`src/dss_pkg.sv`:
```
// Package for the delimiter stream splitter: widths, defaults, register
// indexes and the transaction payload types. No dependencies.
`default_nettype none
package dss_pkg;

   localparam int DELIM_MAX_DEF = 8;
   localparam int POS_BITS_DEF  = 16;

   localparam int LEN_W    = 4;
   localparam int BYTES_W  = 64;
   localparam int MAXSEG_W = 16;
   localparam int FIELD_W  = 16;
   localparam int CSR_IDX_W = 2;
   localparam int CSR_DATA_W = 64;

   localparam int RSP_DEPTH = 4;

   localparam logic [LEN_W-1:0]    DELIM_LEN_RST    = 4'd2;
   localparam logic [BYTES_W-1:0]  DELIM_BYTES_RST  = 64'h0A0D;
   localparam logic [MAXSEG_W-1:0] MAX_SEGMENTS_RST = 16'd64;

   typedef enum logic [CSR_IDX_W-1:0] {
      CSR_DELIM_LEN    = 2'd0,
      CSR_DELIM_BYTES  = 2'd1,
      CSR_MAX_SEGMENTS = 2'd2
   } csr_index_type;

   typedef struct packed {
      logic [7:0] data_byte;
      logic       end_of_string;
   } req_payload_type;

   typedef struct packed {
      logic [FIELD_W-1:0] seg_start;
      logic [FIELD_W-1:0] seg_length;
      logic               is_final;
      logic               truncated;
   } rsp_payload_type;

   typedef struct packed {
      logic [LEN_W-1:0]    delim_len;
      logic [BYTES_W-1:0]  delim_bytes;
      logic [MAXSEG_W-1:0] max_segments;
   } cfg_type;

   typedef struct packed {
      logic [1:0]      count;
      rsp_payload_type first;
      rsp_payload_type second;
   } push_type;

endpackage
`default_nettype wire

```
`src/dss_chan_if.sv`:
```
// Valid/ready channel carrying one payload per transaction.
// Payload type is handed in as a type parameter.
`default_nettype none
interface dss_chan_if #(
   parameter type payload_type = logic
);
   logic        valid;
   logic        ready;
   payload_type payload;

   modport source (output valid, output payload, input ready);
   modport sink   (input valid, input payload, output ready);
endinterface
`default_nettype wire

```
`src/dss_core.sv`:
```
// Splitter datapath: delimiter window compare, string state and result
// assembly for one byte per cycle while step is high. Uses dss_pkg.
`default_nettype none
module dss_core #(
   parameter int DELIM_MAX = dss_pkg::DELIM_MAX_DEF,
   parameter int POS_BITS  = dss_pkg::POS_BITS_DEF
) (
   input  wire logic                     clock,
   input  wire logic                     reset,
   input  wire logic                     step,
   input  wire dss_pkg::req_payload_type item,
   input  wire dss_pkg::cfg_type         cfg,
   output dss_pkg::push_type             push
);
   import dss_pkg::*;

   localparam int WIN_W = 8 * DELIM_MAX;
   localparam int BSM_W = $clog2(DELIM_MAX + 1);

   logic [WIN_W-1:0]    win_ff,  win_in;
   logic [POS_BITS-1:0] pos_ff,  pos_in;
   logic [POS_BITS-1:0] beg_ff,  beg_in;
   logic [BSM_W-1:0]    bsm_ff,  bsm_in;
   logic [MAXSEG_W-1:0] cnt_ff,  cnt_in;
   logic                stop_ff, stop_in;

   logic [LEN_W-1:0]    len_act;
   logic [WIN_W-1:0]    win_shift;
   logic                hit;
   logic [POS_BITS-1:0] seg_len;

   function automatic push_type push_add(push_type p, rsp_payload_type r);
      push_type q;
      q = p;
      if (p.count == 2'd0) begin
         q.first = r;
      end else begin
         q.second = r;
      end
      q.count = p.count + 2'd1;
      return q;
   endfunction

   function automatic rsp_payload_type mk_res(logic [POS_BITS-1:0] start,
                                              logic [POS_BITS-1:0] len,
                                              logic fin, logic trunc);
      rsp_payload_type r;
      r.seg_start  = FIELD_W'(start);
      r.seg_length = FIELD_W'(len);
      r.is_final   = fin;
      r.truncated  = trunc;
      return r;
   endfunction

   always_comb begin
      if (cfg.delim_len == '0) begin
         len_act = LEN_W'(1);
      end else if (cfg.delim_len > LEN_W'(DELIM_MAX)) begin
         len_act = LEN_W'(DELIM_MAX);
      end else begin
         len_act = cfg.delim_len;
      end
   end

   assign win_shift = (win_ff >> 8) | (WIN_W'(item.data_byte) << (WIN_W - 8));

   always_comb begin
      logic all_eq;
      hit = 1'b0;
      for (int l = 1; l <= DELIM_MAX; l++) begin
         all_eq = 1'b1;
         for (int i = 0; i < l; i++) begin
            if (cfg.delim_bytes[8*i +: 8] != win_shift[8*(DELIM_MAX-l+i) +: 8]) begin
               all_eq = 1'b0;
            end
         end
         if (len_act == LEN_W'(l)) begin
            hit = all_eq;
         end
      end
   end

   assign seg_len = pos_ff + POS_BITS'(1) - POS_BITS'(len_act) - beg_ff;

   always_comb begin
      logic trunc_hit;
      win_in    = win_ff;
      pos_in    = pos_ff;
      beg_in    = beg_ff;
      bsm_in    = bsm_ff;
      cnt_in    = cnt_ff;
      stop_in   = stop_ff;
      push      = '0;
      trunc_hit = 1'b0;
      if (step) begin
         if (stop_ff) begin
            trunc_hit = 1'b0;
         end else if (pos_ff == '1) begin
            push    = push_add(push, mk_res(beg_ff, '0, 1'b1, 1'b1));
            stop_in = 1'b1;
         end else begin
            win_in = win_shift;
            pos_in = pos_ff + POS_BITS'(1);
            if (bsm_ff < BSM_W'(DELIM_MAX)) begin
               bsm_in = bsm_ff + BSM_W'(1);
            end
            if (hit && (LEN_W'(bsm_in) >= len_act)) begin
               if (cnt_ff < cfg.max_segments) begin
                  if (seg_len != '0) begin
                     push   = push_add(push, mk_res(beg_ff, seg_len, 1'b0, 1'b0));
                     cnt_in = cnt_ff + MAXSEG_W'(1);
                  end
                  beg_in = pos_in;
                  bsm_in = '0;
               end else begin
                  push      = push_add(push, mk_res(beg_ff, '0, 1'b1, 1'b1));
                  stop_in   = 1'b1;
                  trunc_hit = 1'b1;
               end
            end
            if (item.end_of_string && !trunc_hit) begin
               if (cnt_in < cfg.max_segments) begin
                  push = push_add(push, mk_res(beg_in, pos_in - beg_in, 1'b1, 1'b0));
               end else begin
                  push = push_add(push, mk_res(beg_in, '0, 1'b1, 1'b1));
               end
            end
         end
         if (item.end_of_string) begin
            win_in  = '0;
            pos_in  = '0;
            beg_in  = '0;
            bsm_in  = '0;
            cnt_in  = '0;
            stop_in = 1'b0;
         end
      end
   end

   always_ff @(posedge clock) begin
      if (reset) begin
         win_ff  <= '0;
         pos_ff  <= '0;
         beg_ff  <= '0;
         bsm_ff  <= '0;
         cnt_ff  <= '0;
         stop_ff <= 1'b0;
      end else begin
         win_ff  <= win_in;
         pos_ff  <= pos_in;
         beg_ff  <= beg_in;
         bsm_ff  <= bsm_in;
         cnt_ff  <= cnt_in;
         stop_ff <= stop_in;
      end
   end

endmodule
`default_nettype wire

```
`src/dss_rsp_fifo.sv`:
```
// Result queue: takes up to two results per cycle, drives the rsp channel.
// Uses dss_pkg and dss_chan_if.
`default_nettype none
module dss_rsp_fifo (
   input  wire logic              clock,
   input  wire logic              reset,
   input  wire dss_pkg::push_type push,
   output logic                   room,
   dss_chan_if.source             rsp_chan
);
   import dss_pkg::*;

   localparam int PTR_W = $clog2(RSP_DEPTH);
   localparam int CNT_W = $clog2(RSP_DEPTH + 1);

   rsp_payload_type mem [RSP_DEPTH];

   logic [PTR_W-1:0] wr_ptr_ff, wr_ptr_in;
   logic [PTR_W-1:0] rd_ptr_ff, rd_ptr_in;
   logic [CNT_W-1:0] count_ff,  count_in;
   logic             pop;

   assign pop              = rsp_chan.valid && rsp_chan.ready;
   assign room             = count_ff <= CNT_W'(RSP_DEPTH - 2);
   assign rsp_chan.valid   = count_ff != '0;
   assign rsp_chan.payload = mem[rd_ptr_ff];

   assign wr_ptr_in = wr_ptr_ff + PTR_W'(push.count);
   assign rd_ptr_in = rd_ptr_ff + PTR_W'(pop);
   assign count_in  = count_ff + CNT_W'(push.count) - CNT_W'(pop);

   always_ff @(posedge clock) begin
      if (push.count != 2'd0) begin
         mem[wr_ptr_ff] <= push.first;
      end
      if (push.count == 2'd2) begin
         mem[wr_ptr_ff + PTR_W'(1)] <= push.second;
      end
   end

   always_ff @(posedge clock) begin
      if (reset) begin
         wr_ptr_ff <= '0;
         rd_ptr_ff <= '0;
         count_ff  <= '0;
      end else begin
         wr_ptr_ff <= wr_ptr_in;
         rd_ptr_ff <= rd_ptr_in;
         count_ff  <= count_in;
      end
   end

endmodule
`default_nettype wire

```
`src/delimiter_stream_splitter.sv`:
```
// Top level of the delimiter stream splitter: input register, control
// registers, datapath and result queue. Uses dss_pkg, dss_chan_if,
// dss_core and dss_rsp_fifo.
//
//   channel   dir  transaction
//   req_chan  in   one string byte plus end-of-string flag
//   rsp_chan  out  one segment: start, length, final, truncated
//   csr_*     in   register write: index and data, no read-back
//
// One byte is taken per cycle while the queue has room; it is registered in
// the input register, then split, and its up to two results are written
// into the four-entry queue, from which they leave on rsp_chan.
// Bytes keep flowing while at least two queue entries are free; a stalled
// rsp side fills the queue and then holds req_chan.ready low.
// Reset (synchronous) empties the queue and the input register and loads
// the register defaults: delimiter CR LF, limit 64 segments.
`default_nettype none
module delimiter_stream_splitter #(
   parameter int DELIM_MAX = dss_pkg::DELIM_MAX_DEF,
   parameter int POS_BITS  = dss_pkg::POS_BITS_DEF
) (
   input  wire logic                             clock,
   input  wire logic                             reset,
   dss_chan_if.sink                              req_chan,
   dss_chan_if.source                            rsp_chan,
   input  wire logic                             csr_wr_en,
   input  wire logic [dss_pkg::CSR_IDX_W-1:0]    csr_index,
   input  wire logic [dss_pkg::CSR_DATA_W-1:0]   csr_wr_data
);
   import dss_pkg::*;

   logic            in_valid_ff, in_valid_in;
   req_payload_type in_item_ff;
   cfg_type         cfg_ff;
   push_type        push;
   logic            room;
   logic            step;

   assign step           = in_valid_ff && room;
   assign req_chan.ready = !in_valid_ff || room;
   assign in_valid_in    = req_chan.valid || (in_valid_ff && !room);

   always_ff @(posedge clock) begin
      if (req_chan.valid && req_chan.ready) begin
         in_item_ff <= req_chan.payload;
      end
   end

   always_ff @(posedge clock) begin
      if (reset) begin
         in_valid_ff <= 1'b0;
      end else if (req_chan.ready) begin
         in_valid_ff <= req_chan.valid;
      end else begin
         in_valid_ff <= in_valid_in;
      end
   end

   always_ff @(posedge clock) begin
      if (reset) begin
         cfg_ff.delim_len    <= DELIM_LEN_RST;
         cfg_ff.delim_bytes  <= DELIM_BYTES_RST;
         cfg_ff.max_segments <= MAX_SEGMENTS_RST;
      end else if (csr_wr_en) begin
         case (csr_index)
            CSR_DELIM_LEN: begin
               cfg_ff.delim_len <= csr_wr_data[LEN_W-1:0];
            end
            CSR_DELIM_BYTES: begin
               cfg_ff.delim_bytes <= csr_wr_data[BYTES_W-1:0];
            end
            CSR_MAX_SEGMENTS: begin
               cfg_ff.max_segments <= csr_wr_data[MAXSEG_W-1:0];
            end
            default: begin
               cfg_ff <= cfg_ff;
            end
         endcase
      end
   end

   dss_core #(
      .DELIM_MAX (DELIM_MAX),
      .POS_BITS  (POS_BITS)
   ) u_core (
      .clock (clock),
      .reset (reset),
      .step  (step),
      .item  (in_item_ff),
      .cfg   (cfg_ff),
      .push  (push)
   );

   dss_rsp_fifo u_rsp_fifo (
      .clock    (clock),
      .reset    (reset),
      .push     (push),
      .room     (room),
      .rsp_chan (rsp_chan)
   );

endmodule
`default_nettype wire
```
`src/flat_wrapper.sv`:
```
// flat-port wrapper written by rule: the top's interface ports become plain ports
module delimiter_stream_splitter_flat import dss_pkg::*;
#(
   parameter int DELIM_MAX = dss_pkg::DELIM_MAX_DEF,
   parameter int POS_BITS  = dss_pkg::POS_BITS_DEF
)
  (clock, reset, csr_wr_en, csr_index, csr_wr_data, req_chan_valid, req_chan_payload, req_chan_ready, rsp_chan_valid, rsp_chan_payload, rsp_chan_ready);
  dss_chan_if req_chan_i ();
  dss_chan_if rsp_chan_i ();
  input  wire logic clock;
  input  wire logic reset;
  input  wire logic csr_wr_en;
  input  wire logic [dss_pkg::CSR_IDX_W-1:0] csr_index;
  input  wire logic [dss_pkg::CSR_DATA_W-1:0] csr_wr_data;
  input wire logic [$bits(req_chan_i.valid)-1:0] req_chan_valid;
  input wire logic [$bits(req_chan_i.payload)-1:0] req_chan_payload;
  output wire logic [$bits(req_chan_i.ready)-1:0] req_chan_ready;
  output wire logic [$bits(rsp_chan_i.valid)-1:0] rsp_chan_valid;
  output wire logic [$bits(rsp_chan_i.payload)-1:0] rsp_chan_payload;
  input wire logic [$bits(rsp_chan_i.ready)-1:0] rsp_chan_ready;
  assign req_chan_i.valid = req_chan_valid;
  assign req_chan_i.payload = req_chan_payload;
  assign req_chan_ready = req_chan_i.ready;
  assign rsp_chan_valid = rsp_chan_i.valid;
  assign rsp_chan_payload = rsp_chan_i.payload;
  assign rsp_chan_i.ready = rsp_chan_ready;
  delimiter_stream_splitter #(.DELIM_MAX(DELIM_MAX), .POS_BITS(POS_BITS)) u_core (.clock(clock), .reset(reset), .req_chan(req_chan_i), .rsp_chan(rsp_chan_i), .csr_wr_en(csr_wr_en), .csr_index(csr_index), .csr_wr_data(csr_wr_data));
endmodule
```
`config.mk`:
```
export PLATFORM = sky130hd
export DESIGN_NAME = delimiter_stream_splitter_flat
export DESIGN_NICKNAME = d
export VERILOG_FILES = /design/src/dss_pkg.sv /design/src/dss_chan_if.sv /design/src/dss_core.sv /design/src/dss_rsp_fifo.sv /design/src/delimiter_stream_splitter.sv /design/src/flat_wrapper.sv
export SDC_FILE = /design/constraint.sdc
export NUM_CORES = 1
export LEC_CHECK = 0
export BUFFER_PORTS_ARGS = -buffer_cell sky130_fd_sc_hd__buf_2
export CAP_MARGIN = 20
export CORE_MARGIN = 3
export CORE_UTILIZATION = 44
export DETAILED_ROUTE_END_ITERATION = 8
export GPL_TIMING_DRIVEN = 0
export SETUP_SLACK_MARGIN = 0.3
export SYNTH_ARGS = -nofsm -noshare
export SYNTH_HDL_FRONTEND = slang
export SYNTH_SLANG_ARGS = --single-unit
```
`constraint.sdc`:
```
create_clock -name clock -period 13.8 [get_ports clock]
set_input_delay 0 -clock clock [delete_from_list [all_inputs] [get_ports clock]]
set_output_delay 0 -clock clock [all_outputs]
set_load 0.005 [all_outputs]
```
==> results.toml <==
[synth]
synth.distinct_cells = 68
synth_top_area_share_pct = 33.86
yosysWarnings = 0
avgSynthCellArea_sq_um = 7.960
syn_nets = 1223
synth_area_leaders = "dfxtp_1, ha_1, nand2_1"
synth-main-ff-cell = "dfxtp_1"
synth_seq_cells = 150
seq_area_frac_synth_pct = 35.61
async_reset_ff_share_pct = 0
synth_area_sq_um = 8573
synth_area_leader_cell = "dfxtp_1"
synth-edff-count = 5
syn_inst = 1077

[worst_setup_path]
r2r-end = "u_core.u_rsp_fifo.mem[1][0]"
crit_top_cell = "ha_1"
worst-path-buf-inv = 4
r2r_cells = 30
slowest_delay_ns = 0.51
critPathLaunch = "u_core.u_core.pos_ff[0]"
cp.arrival_ns = 7.33
path_class = "reg2reg"
slowest_stage = "dfxtp_1"
required_ns = 13.96
r2r-start = "u_core.u_core.pos_ff[0]"
path_depth = 30
cp_max_fo = 10
endpoint_kind = "register"
endpoint = "u_core.u_rsp_fifo.mem[1][0]"
cp-start-kind = "register"
ff2ff_setup_slack_ns = 6.63
cp_top_family = "compound AO/OA/AOI/OAI gates"

[cells_and_area]
final_util_pct = 55.67
diodes = 0
final_cell_mix = "nand2_1, dfxtp_1, a21oi_1"
final_common_cell = "nand2_1"
nets = 1381
final_cells = 1508
layout-drive-gt1-share_pct = 10.26
area_delta_synth_final_pct = 22.68

[power]
p_clk_share_pct = 42.4
seq_power_share_pct = 41.7
total_power_w = 0.001117
power.density_nw_per_um2 = 106.2
swShare_pct = 28.89
power.internal_w = 0.0007940
power_switching_w = 0.0003226
irDropWorstVdd_mv = 0.08281
p_leak_nw = 4.293
p_comb_share_pct = 15.9

[clock_tree]
clkTransAtPathRegs_ns = 0.07
cts-buffers-inserted = 17
htreeDepth = 4
cts_sinks = 150
cts_resized = 0
clkLatencyLatePin_ns = 0.44
cts_tree = "yes"
cts_max_path_buffers = 2
cts_root_buffer = "clkbuf_16"

[placement]
globalplace.congestion = 0.8381
place_ws_ns = 6.801
portBuffers = 73
dp_cells = 1410
dp_hpwl_um = 16420

[route]
antenna_left = 0
vias_per_cell = 5.263
post_drt_wl_per_cell_um = 14.76
wl_um = 22270
num_vias = 7937
drtIter0Drc = 452
drc = 0
dr.pass1.iters = 5

[grt]
grt_antenna_before_repair = 0
grt_pass1_vias = 7599
grt_pass1_wl_um = 37550
grt_remaining_overflow = 0
grt_usage_pct = 21.29
grt_start_max_net_pins = 17

[min_path]
worstHoldPathCells = 4
min-delay-path-class = "in2reg"

[timing]
final_hold_viol_count = 0
period_minus_slack_ns = 7.172
relSlewSlack_pct = 41.61
final.setup.tns_ns = 0
max_freq_mhz = 139.4
fin_ws_ns = 6.628
rsz0062_at_grt = "false"
fin_worst_skew_ns = 0.01402
maxSlewViolCount = 0
period_share_pct = 51.97
worst_slew_pin_slew_ns = 0.8739
setup_violations = 0

[status]
status = "complete, no violations"

[floorplan]
core_sq_um = 18890
rows = 50
start_util_pct = 45.38
die_area_sq_um = 21200
die_h_um = 145.6
io_pins = 75
fp.dieW_um = 145.6

[flow_run]
maxCapViolCount = 0
==> power groups by stage <==
| stage | Combinational, W | Clock [W] | Sequential [W] |
|---|---|---|---|
| final | 0.000178 | 0.000474 | 0.000465 |
| after global routing | 0.000201 | 0.000499 | 0.000468 |
| after CTS | 0.000178 | 0.000482 | 0.000465 |
| after detailed placement | 0.000162 | 0 | 0.000475 |
| after global placement | 0.000160 | 0 | 0.000475 |
| after floorplan | 0.000113 | 0 | 0.000471 |
==> state kept, by name (all words and copies together), names as in the netlist <==
signal                       flops
u_core.u_rsp_fifo.wr_ptr_ff      2
u_core.u_core.bsm_ff             4
u_core.u_core.pos_ff            16
u_core.in_valid_ff               1
u_core.u_rsp_fifo.rd_ptr_ff      2
u_core.cfg_ff                   84
u_core.u_core.stop_ff            1
u_core.u_rsp_fifo.mem            4
u_core.u_core.beg_ff            16
u_core.u_rsp_fifo.count_ff       3
u_core.in_item_ff                1
u_core.u_core.cnt_ff            16
==> worst reg2reg max path, delay by kind of cell, from the launching register on <==
family | cells | cell delay [ns]
flops | 1 | 0.51
xor+xnor | 2 | 0.43
buf+inv | 4 | 0.71
compound gates | 10 | 2.10
simple gates | 10 | 2.00
fa+ha+maj | 4 | 1.13
==> through the flow <==
step                hold slack [ns]  area [sq um]
floorplan                   0.09887          8573
global placement             0.1804          9264
detailed placement           0.1793          9264
CTS                         0.04350         10520
global route                0.09565         10520
finish                      0.06023         10520
==> Yosys cell counts, drive strengths merged (11+ instances only) <==
master,instances
a21o,14
a21oi,132
a22oi,23
buf,11
clkbuf,40
dfxtp,145
ha,69
inv,79
nand2,188
nand3,18
nand3b,12
nand4,14
nor2,81
nor2b,12
nor4,19
o21ai,30
xnor2,29
xor2,13
==> worst min path at each step <==
stage                     start                             end  slack [ns]
2_1_floorplan  req_chan_payload            u_core.in_item_ff[0]         0.1
3_3_place_gp   req_chan_payload            u_core.in_item_ff[0]        0.18
3_5_place_dp   req_chan_payload            u_core.in_item_ff[0]        0.18
4_1_cts            csr_index[1]               u_core.cfg_ff[80]        0.04
5_1_grt          rsp_chan_ready  u_core.u_rsp_fifo.rd_ptr_ff[0]         0.1
6_report         rsp_chan_ready  u_core.u_rsp_fifo.rd_ptr_ff[0]        0.06
==> area by class of cell <==
class	instances	area, sq um
flip-flops and latches	150	3053
inverters	79	296.5
clock buffers	18	439.2
clock inverters	14	153.9
plain buffers	51	210.2
well taps	260	325.3
multi-input cells	797	5014
fillers	1832	8376
repair buffers	139	1026
==> cells by family (layout without fill, tap and decap cells) <==
logic type	after synthesis	in the layout	share of synthesized area, %
buffers and inverters	130	301	5.910
xor gates and xnor gates	42	42	4.291
muxes	9	9	1.240
DFF	150	150	35.61
AOI/OAI and AO/OA	265	265	19.50
and+or+nand+nor	407	407	22.21
adders and majority gates	74	74	11.24
==> what timing repair did <==
item / CTS / global route
buffers inserted: 0 / 0
endpoints found under the hold margin: 87 / 0
hold buffers: 66 / 0
==> metal layers <==
layer | up-vias | GRT usage, % | part of all wire (%)
li1 | 4073 | - | -
met1 | 3667 | 29.18 | 49
met2 | 169 | 34.77 | 46
met3 | 28 | 4.422 | 4.0
met4 | 0 | 4.796 | 1.2
met5 | - | 0 | 0
No activity file was read; power rests on OpenSTA's default activity.
